`src/design/tmaf_pkg.sv`:
```
// Shared types and constants of the trimmed-mean agreement filter.
package tmaf_pkg;

    localparam int SAMPLE_W = 12;
    localparam int CHAN_W   = 8;
    // Widest trimmed group total: sixteen full-scale samples.
    localparam int TOTAL_W  = 16;
    localparam int QUEUE_DEPTH = 2;

    localparam logic [SAMPLE_W-1:0] SAMPLE_MAX  = 12'hFFF;
    localparam logic [SAMPLE_W-1:0] RANGE_RESET = 12'd50;

    typedef struct packed {
        logic [TOTAL_W-1:0] total;
        logic               second_grp;
        logic [CHAN_W-1:0]  channel;
    } group_rec_t;

    typedef struct packed {
        logic full;
        logic empty;
    } queue_status_t;

endpackage

```
`src/design/tmaf_in_if.sv`:
```
// Sample input channel: valid/ready with sample and channel tag.
interface tmaf_in_if;
    logic                          valid;
    logic                          ready;
    logic [tmaf_pkg::SAMPLE_W-1:0] sample;
    logic [tmaf_pkg::CHAN_W-1:0]   channel;

    modport source (output valid, output sample, output channel, input ready);
    modport sink   (input valid, input sample, input channel, output ready);
endinterface

```
`src/design/tmaf_out_if.sv`:
```
// Result output channel: valid/ready with filtered value, agree flag and channel tag.
interface tmaf_out_if;
    logic                          valid;
    logic                          ready;
    logic [tmaf_pkg::SAMPLE_W-1:0] value;
    logic                          agreed;
    logic [tmaf_pkg::CHAN_W-1:0]   result_channel;

    modport source (output valid, output value, output agreed, output result_channel,
                    input ready);
    modport sink   (input valid, input value, input agreed, input result_channel,
                     output ready);
endinterface

```
`src/design/tmaf_front.sv`:
```
// Front end: running sum, min and max per group; emits each total less min+max if TRIM.
module tmaf_front #(
    parameter int SAMPLES_PER_GROUP = 5,
    parameter int DROP_EACH_END     = 1
) (
    input  logic                    clk,
    input  logic                    rst_n,
    tmaf_in_if.sink                 samples,
    input  tmaf_pkg::queue_status_t q_status,
    output logic                    push,
    output tmaf_pkg::group_rec_t    rec
);

    localparam int CNT_W = $clog2(SAMPLES_PER_GROUP);
    localparam logic [CNT_W-1:0] LAST_IDX = CNT_W'(SAMPLES_PER_GROUP - 1);
    localparam bit TRIM = (DROP_EACH_END != 0);

    logic [tmaf_pkg::TOTAL_W-1:0]  sum_reg;
    logic [tmaf_pkg::SAMPLE_W-1:0] min_reg;
    logic [tmaf_pkg::SAMPLE_W-1:0] max_reg;
    logic [CNT_W-1:0]              count_reg;
    logic                          second_reg;

    logic                          grp_last;
    logic                          accept;
    logic [tmaf_pkg::SAMPLE_W-1:0] min_next;
    logic [tmaf_pkg::SAMPLE_W-1:0] max_next;
    logic [tmaf_pkg::TOTAL_W-1:0]  sum_next;
    logic [tmaf_pkg::TOTAL_W-1:0]  trim_amt;

    assign grp_last      = (count_reg == LAST_IDX);
    // Stall only when this sample closes a group and the queue has no room.
    assign samples.ready = !(grp_last && q_status.full);
    assign accept        = samples.valid && samples.ready;

    assign min_next = (samples.sample < min_reg) ? samples.sample : min_reg;
    assign max_next = (samples.sample > max_reg) ? samples.sample : max_reg;
    assign sum_next = sum_reg + tmaf_pkg::TOTAL_W'(samples.sample);
    assign trim_amt = TRIM ? (tmaf_pkg::TOTAL_W'(min_next) + tmaf_pkg::TOTAL_W'(max_next))
                           : '0;

    assign push           = accept && grp_last;
    assign rec.total      = sum_next - trim_amt;
    assign rec.second_grp = second_reg;
    assign rec.channel    = samples.channel;

    always_ff @(posedge clk or negedge rst_n)
    begin
        if (!rst_n)
        begin
            sum_reg    <= '0;
            min_reg    <= tmaf_pkg::SAMPLE_MAX;
            max_reg    <= '0;
            count_reg  <= '0;
            second_reg <= 1'b0;
        end
        else if (accept)
        begin
            if (grp_last)
            begin
                sum_reg    <= '0;
                min_reg    <= tmaf_pkg::SAMPLE_MAX;
                max_reg    <= '0;
                count_reg  <= '0;
                second_reg <= !second_reg;
            end
            else
            begin
                sum_reg   <= sum_next;
                min_reg   <= min_next;
                max_reg   <= max_next;
                count_reg <= count_reg + CNT_W'(1);
            end
        end
    end

endmodule

```
`src/design/tmaf_queue.sv`:
```
// Short queue of closed-group records between front and back.
module tmaf_queue (
    input  logic                    clk,
    input  logic                    rst_n,
    input  logic                    push,
    input  tmaf_pkg::group_rec_t    wr_rec,
    input  logic                    pop,
    output tmaf_pkg::group_rec_t    rd_rec,
    output tmaf_pkg::queue_status_t status
);

    localparam int DEPTH = tmaf_pkg::QUEUE_DEPTH;
    localparam int PTR_W = $clog2(DEPTH);
    localparam int CNT_W = $clog2(DEPTH + 1);
    localparam logic [PTR_W-1:0] PTR_LAST = PTR_W'(DEPTH - 1);
    localparam logic [CNT_W-1:0] CNT_FULL = CNT_W'(DEPTH);

    tmaf_pkg::group_rec_t entry_reg [DEPTH];
    logic [PTR_W-1:0] wr_ptr_reg;
    logic [PTR_W-1:0] rd_ptr_reg;
    logic [CNT_W-1:0] count_reg;

    assign status.full  = (count_reg == CNT_FULL);
    assign status.empty = (count_reg == '0);
    assign rd_rec       = entry_reg[rd_ptr_reg];

    always_ff @(posedge clk)
    begin
        if (push)
        begin
            entry_reg[wr_ptr_reg] <= wr_rec;
        end
    end

    always_ff @(posedge clk or negedge rst_n)
    begin
        if (!rst_n)
        begin
            wr_ptr_reg <= '0;
            rd_ptr_reg <= '0;
            count_reg  <= '0;
        end
        else
        begin
            if (push)
            begin
                wr_ptr_reg <= (wr_ptr_reg == PTR_LAST) ? '0 : wr_ptr_reg + PTR_W'(1);
            end
            if (pop)
            begin
                rd_ptr_reg <= (rd_ptr_reg == PTR_LAST) ? '0 : rd_ptr_reg + PTR_W'(1);
            end
            unique case ({push, pop})
                2'b10:   count_reg <= count_reg + CNT_W'(1);
                2'b01:   count_reg <= count_reg - CNT_W'(1);
                default: count_reg <= count_reg;
            endcase
        end
    end

endmodule

```
`src/design/tmaf_back.sv`:
```
// Back end: divide group totals into means, hold the first, compare and emit the result.
module tmaf_back #(
    parameter int KEEP = 3
) (
    input  logic                          clk,
    input  logic                          rst_n,
    input  logic [tmaf_pkg::SAMPLE_W-1:0] agree_range,
    input  tmaf_pkg::queue_status_t       q_status,
    input  tmaf_pkg::group_rec_t          q_rec,
    output logic                          pop,
    tmaf_out_if.source                    results
);

    localparam int TW     = tmaf_pkg::TOTAL_W;
    localparam int SW     = tmaf_pkg::SAMPLE_W;
    localparam int RCP_W  = TW + 1;
    localparam int PROD_W = TW + RCP_W;
    // floor(2^TW / KEEP): the estimate is the true quotient or one short.
    localparam logic [RCP_W-1:0] RECIP  = RCP_W'((2 ** TW) / KEEP);
    localparam logic [TW-1:0]    KEEP_V = TW'(KEEP);

    logic                         adv;
    logic [PROD_W-1:0]            prod;

    logic                         a_valid_reg;
    logic [TW-1:0]                a_total_reg;
    logic [TW-1:0]                a_quot_reg;
    logic                         a_second_reg;
    logic [tmaf_pkg::CHAN_W-1:0]  a_chan_reg;

    logic [TW-1:0]                rem;
    logic [TW-1:0]                quot_fix;

    logic                         b_valid_reg;
    logic [SW-1:0]                b_mean_reg;
    logic                         b_second_reg;
    logic [tmaf_pkg::CHAN_W-1:0]  b_chan_reg;

    logic [SW-1:0]                first_mean_reg;
    logic [SW-1:0]                diff;
    logic [SW:0]                  pair_sum;
    logic                         ok;

    logic                         out_valid_reg;
    logic [SW-1:0]                out_value_reg;
    logic                         out_agreed_reg;
    logic [tmaf_pkg::CHAN_W-1:0]  out_chan_reg;

    // Whole pipeline holds while a result waits on the output register.
    assign adv = !out_valid_reg || results.ready;
    assign pop = adv && !q_status.empty;

    assign prod     = PROD_W'(q_rec.total) * PROD_W'(RECIP);
    assign rem      = a_total_reg - TW'(a_quot_reg * KEEP_V);
    assign quot_fix = (rem >= KEEP_V) ? a_quot_reg + TW'(1) : a_quot_reg;

    assign diff     = (b_mean_reg >= first_mean_reg) ? b_mean_reg - first_mean_reg
                                                     : first_mean_reg - b_mean_reg;
    assign ok       = (diff < agree_range);
    assign pair_sum = {1'b0, first_mean_reg} + {1'b0, b_mean_reg};

    always_ff @(posedge clk)
    begin
        if (pop)
        begin
            a_total_reg  <= q_rec.total;
            a_quot_reg   <= prod[TW +: TW];
            a_second_reg <= q_rec.second_grp;
            a_chan_reg   <= q_rec.channel;
        end
        if (adv && a_valid_reg)
        begin
            b_mean_reg   <= quot_fix[SW-1:0];
            b_second_reg <= a_second_reg;
            b_chan_reg   <= a_chan_reg;
        end
        if (adv && b_valid_reg && b_second_reg)
        begin
            out_value_reg  <= ok ? pair_sum[SW:1] : '0;
            out_agreed_reg <= ok;
            out_chan_reg   <= b_chan_reg;
        end
    end

    always_ff @(posedge clk or negedge rst_n)
    begin
        if (!rst_n)
        begin
            a_valid_reg    <= 1'b0;
            b_valid_reg    <= 1'b0;
            out_valid_reg  <= 1'b0;
            first_mean_reg <= '0;
        end
        else if (adv)
        begin
            a_valid_reg   <= !q_status.empty;
            b_valid_reg   <= a_valid_reg;
            out_valid_reg <= b_valid_reg && b_second_reg;
            if (b_valid_reg && !b_second_reg)
            begin
                first_mean_reg <= b_mean_reg;
            end
        end
    end

    assign results.valid          = out_valid_reg;
    assign results.value          = out_value_reg;
    assign results.agreed         = out_agreed_reg;
    assign results.result_channel = out_chan_reg;

endmodule

```
`src/design/touch_trimmed_mean_agree_filter.sv`:
```
// Top level of the touch trimmed-mean filter with double-read agreement check.
//
//  Channel   Dir   Fields                             Transfer when
//  samples   in    sample[11:0], channel[7:0]         valid && ready
//  results   out   value[11:0], agreed, result_channel[7:0]  valid && ready
//  cfg       in    cfg_wr_data[11:0] (agree_range)    cfg_wr_en
//
// Cycles: one sample transfer per cycle while samples.ready is high; a result
//   follows the sample that closes the second group of a run through the group
//   queue and the three-stage divide and compare pipeline in the back end.
// Reset: asynchronous, active low; clears group accumulators, queue and pipeline
//   valids, loads agree_range with 50. No clearing pass is needed.
// Stalls: samples.ready drops only on a group-closing sample while the two-entry
//   group queue is full, which happens only when results are held back.
module touch_trimmed_mean_agree_filter #(
    parameter int SAMPLES_PER_GROUP = 5,
    parameter int DROP_EACH_END     = 1
) (
    input  logic                          clk,
    input  logic                          rst_n,
    input  logic                          cfg_wr_en,
    input  logic [tmaf_pkg::SAMPLE_W-1:0] cfg_wr_data,
    tmaf_in_if.sink                       samples,
    tmaf_out_if.source                    results
);

    // Samples left after dropping the extremes; the divisor of each group mean.
    localparam int KEEP_RAW = SAMPLES_PER_GROUP - 2 * DROP_EACH_END;
    localparam int KEEP     = (KEEP_RAW < 1) ? 1 : KEEP_RAW;

    logic [tmaf_pkg::SAMPLE_W-1:0] agree_range_reg;

    logic                    q_push;
    logic                    q_pop;
    tmaf_pkg::group_rec_t    q_wr_rec;
    tmaf_pkg::group_rec_t    q_rd_rec;
    tmaf_pkg::queue_status_t q_status;

    // Hold the agreement range; a write takes effect at the next comparison.
    always_ff @(posedge clk or negedge rst_n)
    begin
        if (!rst_n)
        begin
            agree_range_reg <= tmaf_pkg::RANGE_RESET;
        end
        else if (cfg_wr_en)
        begin
            agree_range_reg <= cfg_wr_data;
        end
    end

    // Front: accumulate each group and push its trimmed total.
    tmaf_front #(
        .SAMPLES_PER_GROUP (SAMPLES_PER_GROUP),
        .DROP_EACH_END     (DROP_EACH_END)
    ) u_front (
        .clk      (clk),
        .rst_n    (rst_n),
        .samples  (samples),
        .q_status (q_status),
        .push     (q_push),
        .rec      (q_wr_rec)
    );

    // Queue: decouple group closing from the divide and compare pipeline.
    tmaf_queue u_queue (
        .clk    (clk),
        .rst_n  (rst_n),
        .push   (q_push),
        .wr_rec (q_wr_rec),
        .pop    (q_pop),
        .rd_rec (q_rd_rec),
        .status (q_status)
    );

    // Back: mean per group, hold the first, compare against the second.
    tmaf_back #(
        .KEEP (KEEP)
    ) u_back (
        .clk         (clk),
        .rst_n       (rst_n),
        .agree_range (agree_range_reg),
        .q_status    (q_status),
        .q_rec       (q_rd_rec),
        .pop         (q_pop),
        .results     (results)
    );

    // A group record is never pushed into a full queue.
    a_no_overflow: assert property (@(posedge clk) disable iff (!rst_n)
        q_push |-> !q_status.full)
        else $error("group record pushed into full queue");

    // The back end never pops an empty queue.
    a_no_underflow: assert property (@(posedge clk) disable iff (!rst_n)
        q_pop |-> !q_status.empty)
        else $error("pop from empty group queue");

    // A disagreeing run always reports value zero.
    a_reject_zero: assert property (@(posedge clk) disable iff (!rst_n)
        (results.valid && !results.agreed) |-> (results.value == '0))
        else $error("rejected result with nonzero value");

    // A zero range can never agree.
    a_zero_range: assert property (@(posedge clk) disable iff (!rst_n)
        (results.valid && $rose(results.valid) && ($past(agree_range_reg) == '0)
         && (agree_range_reg == '0)) |-> !results.agreed)
        else $error("agreement reported with zero range");

endmodule

```
`src/flat_wrapper.sv`:
```
// flat-port wrapper written by rule: the top's interface ports become plain ports
module touch_trimmed_mean_agree_filter_flat 
#(
    parameter int SAMPLES_PER_GROUP = 5,
    parameter int DROP_EACH_END     = 1
)
  (clk, rst_n, cfg_wr_en, cfg_wr_data, samples_valid, samples_sample, samples_channel, samples_ready, results_valid, results_value, results_agreed, results_result_channel, results_ready);
  tmaf_in_if samples_i ();
  tmaf_out_if results_i ();
  input  logic clk;
  input  logic rst_n;
  input  logic cfg_wr_en;
  input  logic [tmaf_pkg::SAMPLE_W-1:0] cfg_wr_data;
  input wire logic [$bits(samples_i.valid)-1:0] samples_valid;
  input wire logic [$bits(samples_i.sample)-1:0] samples_sample;
  input wire logic [$bits(samples_i.channel)-1:0] samples_channel;
  output wire logic [$bits(samples_i.ready)-1:0] samples_ready;
  output wire logic [$bits(results_i.valid)-1:0] results_valid;
  output wire logic [$bits(results_i.value)-1:0] results_value;
  output wire logic [$bits(results_i.agreed)-1:0] results_agreed;
  output wire logic [$bits(results_i.result_channel)-1:0] results_result_channel;
  input wire logic [$bits(results_i.ready)-1:0] results_ready;
  assign samples_i.valid = samples_valid;
  assign samples_i.sample = samples_sample;
  assign samples_i.channel = samples_channel;
  assign samples_ready = samples_i.ready;
  assign results_valid = results_i.valid;
  assign results_value = results_i.value;
  assign results_agreed = results_i.agreed;
  assign results_result_channel = results_i.result_channel;
  assign results_i.ready = results_ready;
  touch_trimmed_mean_agree_filter #(.SAMPLES_PER_GROUP(SAMPLES_PER_GROUP), .DROP_EACH_END(DROP_EACH_END)) u_core (.clk(clk), .rst_n(rst_n), .cfg_wr_en(cfg_wr_en), .cfg_wr_data(cfg_wr_data), .samples(samples_i), .results(results_i));
endmodule
```
`config.mk`:
```
export PLATFORM = sky130hd
export DESIGN_NAME = touch_trimmed_mean_agree_filter_flat
export DESIGN_NICKNAME = d
export VERILOG_FILES = /design/src/design/tmaf_pkg.sv /design/src/design/tmaf_in_if.sv /design/src/design/tmaf_out_if.sv /design/src/design/tmaf_front.sv /design/src/design/tmaf_queue.sv /design/src/design/tmaf_back.sv /design/src/design/touch_trimmed_mean_agree_filter.sv /design/src/flat_wrapper.sv
export SDC_FILE = /design/constraint.sdc
export NUM_CORES = 1
export LEC_CHECK = 0
export BUFFER_PORTS_ARGS = -buffer_cell sky130_fd_sc_hd__buf_2
export CORE_MARGIN = 8
export CORE_UTILIZATION = 55
export DETAILED_ROUTE_END_ITERATION = 16
export PLACE_DENSITY = 0.72
export SETUP_SLACK_MARGIN = 0.02
export SLEW_MARGIN = 20
export SYNTH_ARGS = -nofsm -noshare
export SYNTH_HDL_FRONTEND = slang
export SYNTH_HIERARCHICAL = 1
export SYNTH_SLANG_ARGS = --single-unit
export TNS_END_PERCENT = 1
```
`constraint.sdc`:
```
create_clock -name clk -period 8.15 [get_ports clk]
set_input_delay 1.63 -clock clk [delete_from_list [all_inputs] [get_ports clk]]
set_output_delay 1.63 -clock clk [all_outputs]
set_load 0.05 [all_outputs]
```
* Word-level counts from Yosys, hierarchy flattened *
Memories as Yosys holds them, arrays and structs flattened.
Index checks and enable logic that the tools add are counted.
Widths: inputs -> output; s select.

word-level totals
  word-level logic and storage cells = 80
  memories kept = 1
  flip-flop bits (word level) = 157
  output and inout bits = 23
  bits of input ports = 37
  bits in writable memories = 50

memory list
  memory                    depth  bits a word  read ports  clocked after memory_dff  write ports  line              RTL
  u_core.u_queue.entry_reg  2      25           1           0                         1            tmaf_queue.sv:18  tmaf_pkg::group_rec_t entry_reg [DEPTH];

cells by class
  multipliers = 2
  muxes and demuxes = 13
  equal/unequal tests = 4
  reductions and logical operators = 19
  magnitude comparators = 5
  add/sub/neg operators = 13

operators with widths
  cell                    number
  $mux 12                 6
  $mul 16x15->31 const B  1
  $add 12x12->13          2
  $lt 12x12->1            2
  $sub 12x12->12          2
  $add 16x12->16          1
  $ge 16x2->1 const B     1
  $mul 15x2->16 const B   1
  $mux 16                 1
  $sub 16x13->16          1
  $sub 16x16->16          1
  $add 12x1->12 const B   1
  $ge 12x12->1            1
  $gt 12x12->1            1
  $logic_and 1x1->1       9
  $logic_not 1->1         5
  $eq 2x2->1 const B      2
  $mux 1                  4
  $pmux 2 s2              1
  $reduce_and 2->1        2
  $add 3x1->3 const B     1
  $eq 3x3->1 const B      1
  $mux 3                  1
  $add 1x1->1 const B     2
  6 further kinds         6

* Depth between registers and ports, before layout *
  depth after elaboration = 7
  gate-level depth with buffers = 24
  gate-level depth less buffers = 22

* Hierarchy *
Netlist, hierarchy kept.

by module, submodules not included
  module                           cells an instance  area each (um2)  instances  seq. area each (um2)
  tmaf_back                        986                10351.2          1          2837.7
  tmaf_front                       447                4101.4           1          1116.1
  tmaf_queue                       94                 2089.5           1          1601.5
  touch_trimmed_mean_agree_filter  25                 488.0            1          304.0

* Worst setup path before layout *
Ideal clock, no wire load.

  path type = register to register
  start = register u_core.u_queue.rd_ptr_reg
  end = register u_core.u_back.a_quot_reg[14] (data pin)
  path buffers = 2
  setup slack = 2.360 ns
  setup time = 0.258 ns
  required time = 7.892 ns
  arrival = 5.532 ns
  stages on the path, launching flop included = 21
  clock period less this slack = 5.790 ns
  cell sequence = dfrtp_1 > buf_6 > buf_12 > mux2_4 > ha_1 > fa_1 > inv_1 > fa_1 > inv_1 > fa_1 > fa_1 > ha_1 > ha_1 > a21oi_1 > o21ai_0 > a211oi_1 > o21ai_0 > nor4_1 > nor4b_2 > a311o_1 > xnor2_1

RTL lines
  what                    line              RTL
  start, declared         tmaf_queue.sv:20  logic [PTR_W-1:0] rd_ptr_reg;
  start signal, assigned  tmaf_queue.sv:51  rd_ptr_reg <= (rd_ptr_reg == PTR_LAST) ? '0 : rd_ptr_reg + PTR_W'(1);
  end signal, assigned    tmaf_back.sv:67   a_quot_reg <= prod[TW +: TW];
  end, declared           tmaf_back.sv:27   logic [TW-1:0] a_quot_reg;

==> impl_metrics.py <==
metrics = {
    "outcome": {
        "outcome": "complete, no violations",
    },
    "synth": {
        "syn_area_per_cell_um2": 11.0,
        "synth-simple-area-share_pct": 8.27,
        "synth_cells": 1552,
        "syn_nets": 1928,
        "yosysWarnings": 6,
        "async_flop_share_pct": 36.2,
        "synth-edff-count": 132,
        "synth-adder-area-share_pct": 29.1,
        "synth_top_family_by_area": "adder cells",
        "ys_seq_area_share_pct": 34.4,
        "synth_compound_area_share_pct": 12.9,
        "syn_area_um2": 17000,
        "synthMuxAreaShare_pct": 4.72,
        "synthXorXnorAreaFrac_pct": 3.91,
        "ys_types": 81,
        "synth-main-ff-cell": "edfxtp_1",
        "ys_seq_elements": 207,
    },
    "min_path": {
        "worstHoldStart": "u_core/u_back/a_chan_reg[7]",
        "hp-class": "reg -> reg",
    },
    "drt": {
        "viasPerCell": 5.58,
        "ant_nets": 0,
        "drt_iter0_drc": 642,
        "routed-via-count": 11200,
        "drc": 0,
        "drt-total-wl_um": 35500,
        "first_pass_iters": 5,
        "wire_per_inst_um": 17.6,
    },
    "clocking": {
        "cts-root-buf": "clkbuf_16",
        "clkSlewWorstSetupHoldPaths_ns": 0.06,
        "htree_num_levels": 1,
        "cts_resized": 0,
        "worstSkewPairLatency_ns": 0.54,
        "ctsHoldBuffers": 0,
        "numClockSinks": 207,
        "cts_setup_buffers": 0,
        "clockBufferDepth": 3,
        "cts_buffers": 24,
        "cts_tree": "built",
    },
    "worst_setup_path": {
        "worstSetupEndpointType": "register",
        "setup.worst_path.start": "u_core/u_queue/rd_ptr_reg",
        "r2r-end": "u_core/u_back/a_quot_reg[8]",
        "worstPathMaxFanout": 14,
        "worstPathRequired_ns": 8.44,
        "worstPathArrival_ns": 7.11,
        "ff2ff_setup_slack_ns": 1.32,
        "reg2reg_depth": 20,
        "start_kind": "register",
        "r2r-start": "u_core/u_queue/rd_ptr_reg",
        "crit_end": "u_core/u_back/a_quot_reg[8]",
        "worstSetupPathType": "reg -> reg",
    },
    "sta": {
        "timing.fmax_ghz": 0.146,
        "finalCritPeriodShare_pct": 83.8,
        "max-slew-margin-rel_pct": 22.6,
        "finalSetupViolCount": 0,
        "clock-skew-final_ns": 0.0227,
        "tightest_slew_ns": 1.13,
        "setup_tns_ns": 0,
        "hold_viol": 0,
        "fin_crit_ns": 6.83,
        "rsz0062_at_grt": "no",
        "final_max_slew_viol_count": 0,
    },
    "finish": {
        "syn_to_final_growth_pct": 8.18,
        "final-seq-area_um2": 5860,
        "n_fill_cell": 2464,
        "layout_common_cells": "243 x ha_1, 226 x inv_1, 132 x edfxtp_1, 96 x fa_1, 75 x nor2_1",
        "multi_input_area_um2": 10100,
        "nets": 1977,
        "drive_gt1_share_pct": 12.1,
        "final_common_cell": "ha_1",
        "largest_reg_flops": 50,
    },
    "floorplan": {
        "die_w_um": 192,
        "rows": 64,
        "core_area_um2": 30500,
        "dieArea_um2": 36900,
        "ioPinCount": 60,
        "start_util_pct": 55.8,
        "die_h_um": 192,
    },
    "place": {
        "globalplace.congestion": 0.922,
        "dp_hpwl_um": 28500,
        "port_buffers": 59,
    },
    "grt": {
        "antenna_found_initial": 1,
        "overflow": 0,
        "grt_max_degree": 55,
        "first_global_vias": 11500,
        "grt_pass1_wl_um": 58400,
        "grt.total_usage_pct": 19.7,
    },
    "run": {
        "maxCapViolCount": 0,
    },
}
-- worst max-delay path, cell delays in order (launching register included) --
cell,delay (ns)
dfrtp_1,0.35
buf_4,0.27
mux2_4,0.38
ha_1,0.37
ha_1,0.34
fa_1,0.52
fa_1,0.54
fa_1,0.55
inv_1,0.05
fa_1,0.49
inv_1,0.05
ha_1,0.29
nand3_1,0.11
a21oi_1,0.07
a2111oi_0,1.01
o211ai_1,0.34
a21o_1,0.27
o21a_1,0.20
o21a_1,0.19
nor2_1,0.11
xnor2_1,0.08
-- cells by family (layout without fill, tap and decap cells) --
logic type,count (synthesis),count (layout)
AOI/OAI and AO/OA,318,318
xor gates and xnor gates,76,76
adders and majority gates,339,339
buffers and inverters,268,335
DFF,207,207
muxes,64,64
other,0,1
and+or+nand+nor,280,280
-- synth_stat cells, types with 4 or more instances --
library cell	count	area share, %
ha_1	243	18
inv_1	226	5.0
edfxtp_1	132	23
fa_1	96	11
nor2_1	78	1.7
a21oi_1	72	2.1
nand2_1	67	1.5
dfrtp_1	60	8.8
o21ai_0	59	1.7
xnor2_1	51	2.6
a21o_1	39	1.7
mux2_4	29	2.6
nor3_1	26	0.76
xor2_1	25	1.3
nand3_1	22	0.65
a22o_1	21	1.1
mux2i_1	21	1.2
o21a_1	21	0.93
nor2b_1	17	0.62
dfstp_2	15	2.3
clkbuf_1	14	0.31
mux2_2	14	0.93
nand2b_1	13	0.48
o22a_1	12	0.62
nand4_1	11	0.40
a211oi_1	9	0.40
buf_4	9	0.40
o21bai_1	9	0.40
buf_2	8	0.24
nor3b_1	8	0.35
nor4_1	8	0.29
o211ai_1	8	0.35
a31oi_1	7	0.26
and2_1	7	0.26
buf_6	6	0.40
o21ai_1	6	0.18
a221o_1	5	0.29
or3_1	4	0.15
-- final cells by class --
class | instances | share of cell area (%)
well taps | 396 | 2.69
clock inverters | 14 | 0.951
repair buffers | 65 | 1.86
multi-input cells | 1077 | 54.6
diodes | 1 | 0.0136
clock buffers | 30 | 3.44
flip-flops and latches | 207 | 31.8
inverters | 226 | 4.60
-- how the worst min path moves through the flow --
stage | cells after the start | endpoint
2_1_floorplan | 0 | u_core/u_back/b_chan_reg[0]
3_3_place_gp | 0 | u_core/u_back/b_chan_reg[7]
3_5_place_dp | 0 | u_core/u_back/b_chan_reg[2]
4_1_cts | 0 | u_core/u_back/b_chan_reg[7]
5_1_grt | 0 | u_core/u_back/b_chan_reg[7]
6_report | 0 | u_core/u_back/b_chan_reg[7]
-- through the flow --
stage / hold WS, ns / cell area [um^2] / std cells / worst slack (ns) / util [%]
floorplan: 0.400 / 17000 / 1552 / 2.36 / -
detailed placement: 0.405 / 17600 / 1971 / 1.54 / 57.7
global route: 0.420 / 18400 / 2016 / 1.19 / 60.4
CTS: 0.397 / 18400 / 2015 / 1.58 / 60.4
finish: 0.399 / 18400 / 2016 / 1.32 / 60.4
global placement: 0.403 / 17600 / 1971 / 1.60 / 57.7
-- routing by layer --
layer	GRT usage, %	vias up	routed length, um
met5	0	-	0
met4	6.63	0	1110
met3	2.40	66	1390
met2	33.4	219	17100
met1	25.8	5433	15900
li1	-	5522	-
Power is left out: the tool's default activity adds up to more than one toggle a clock period on the data nets, which glitch-free logic cannot reach.
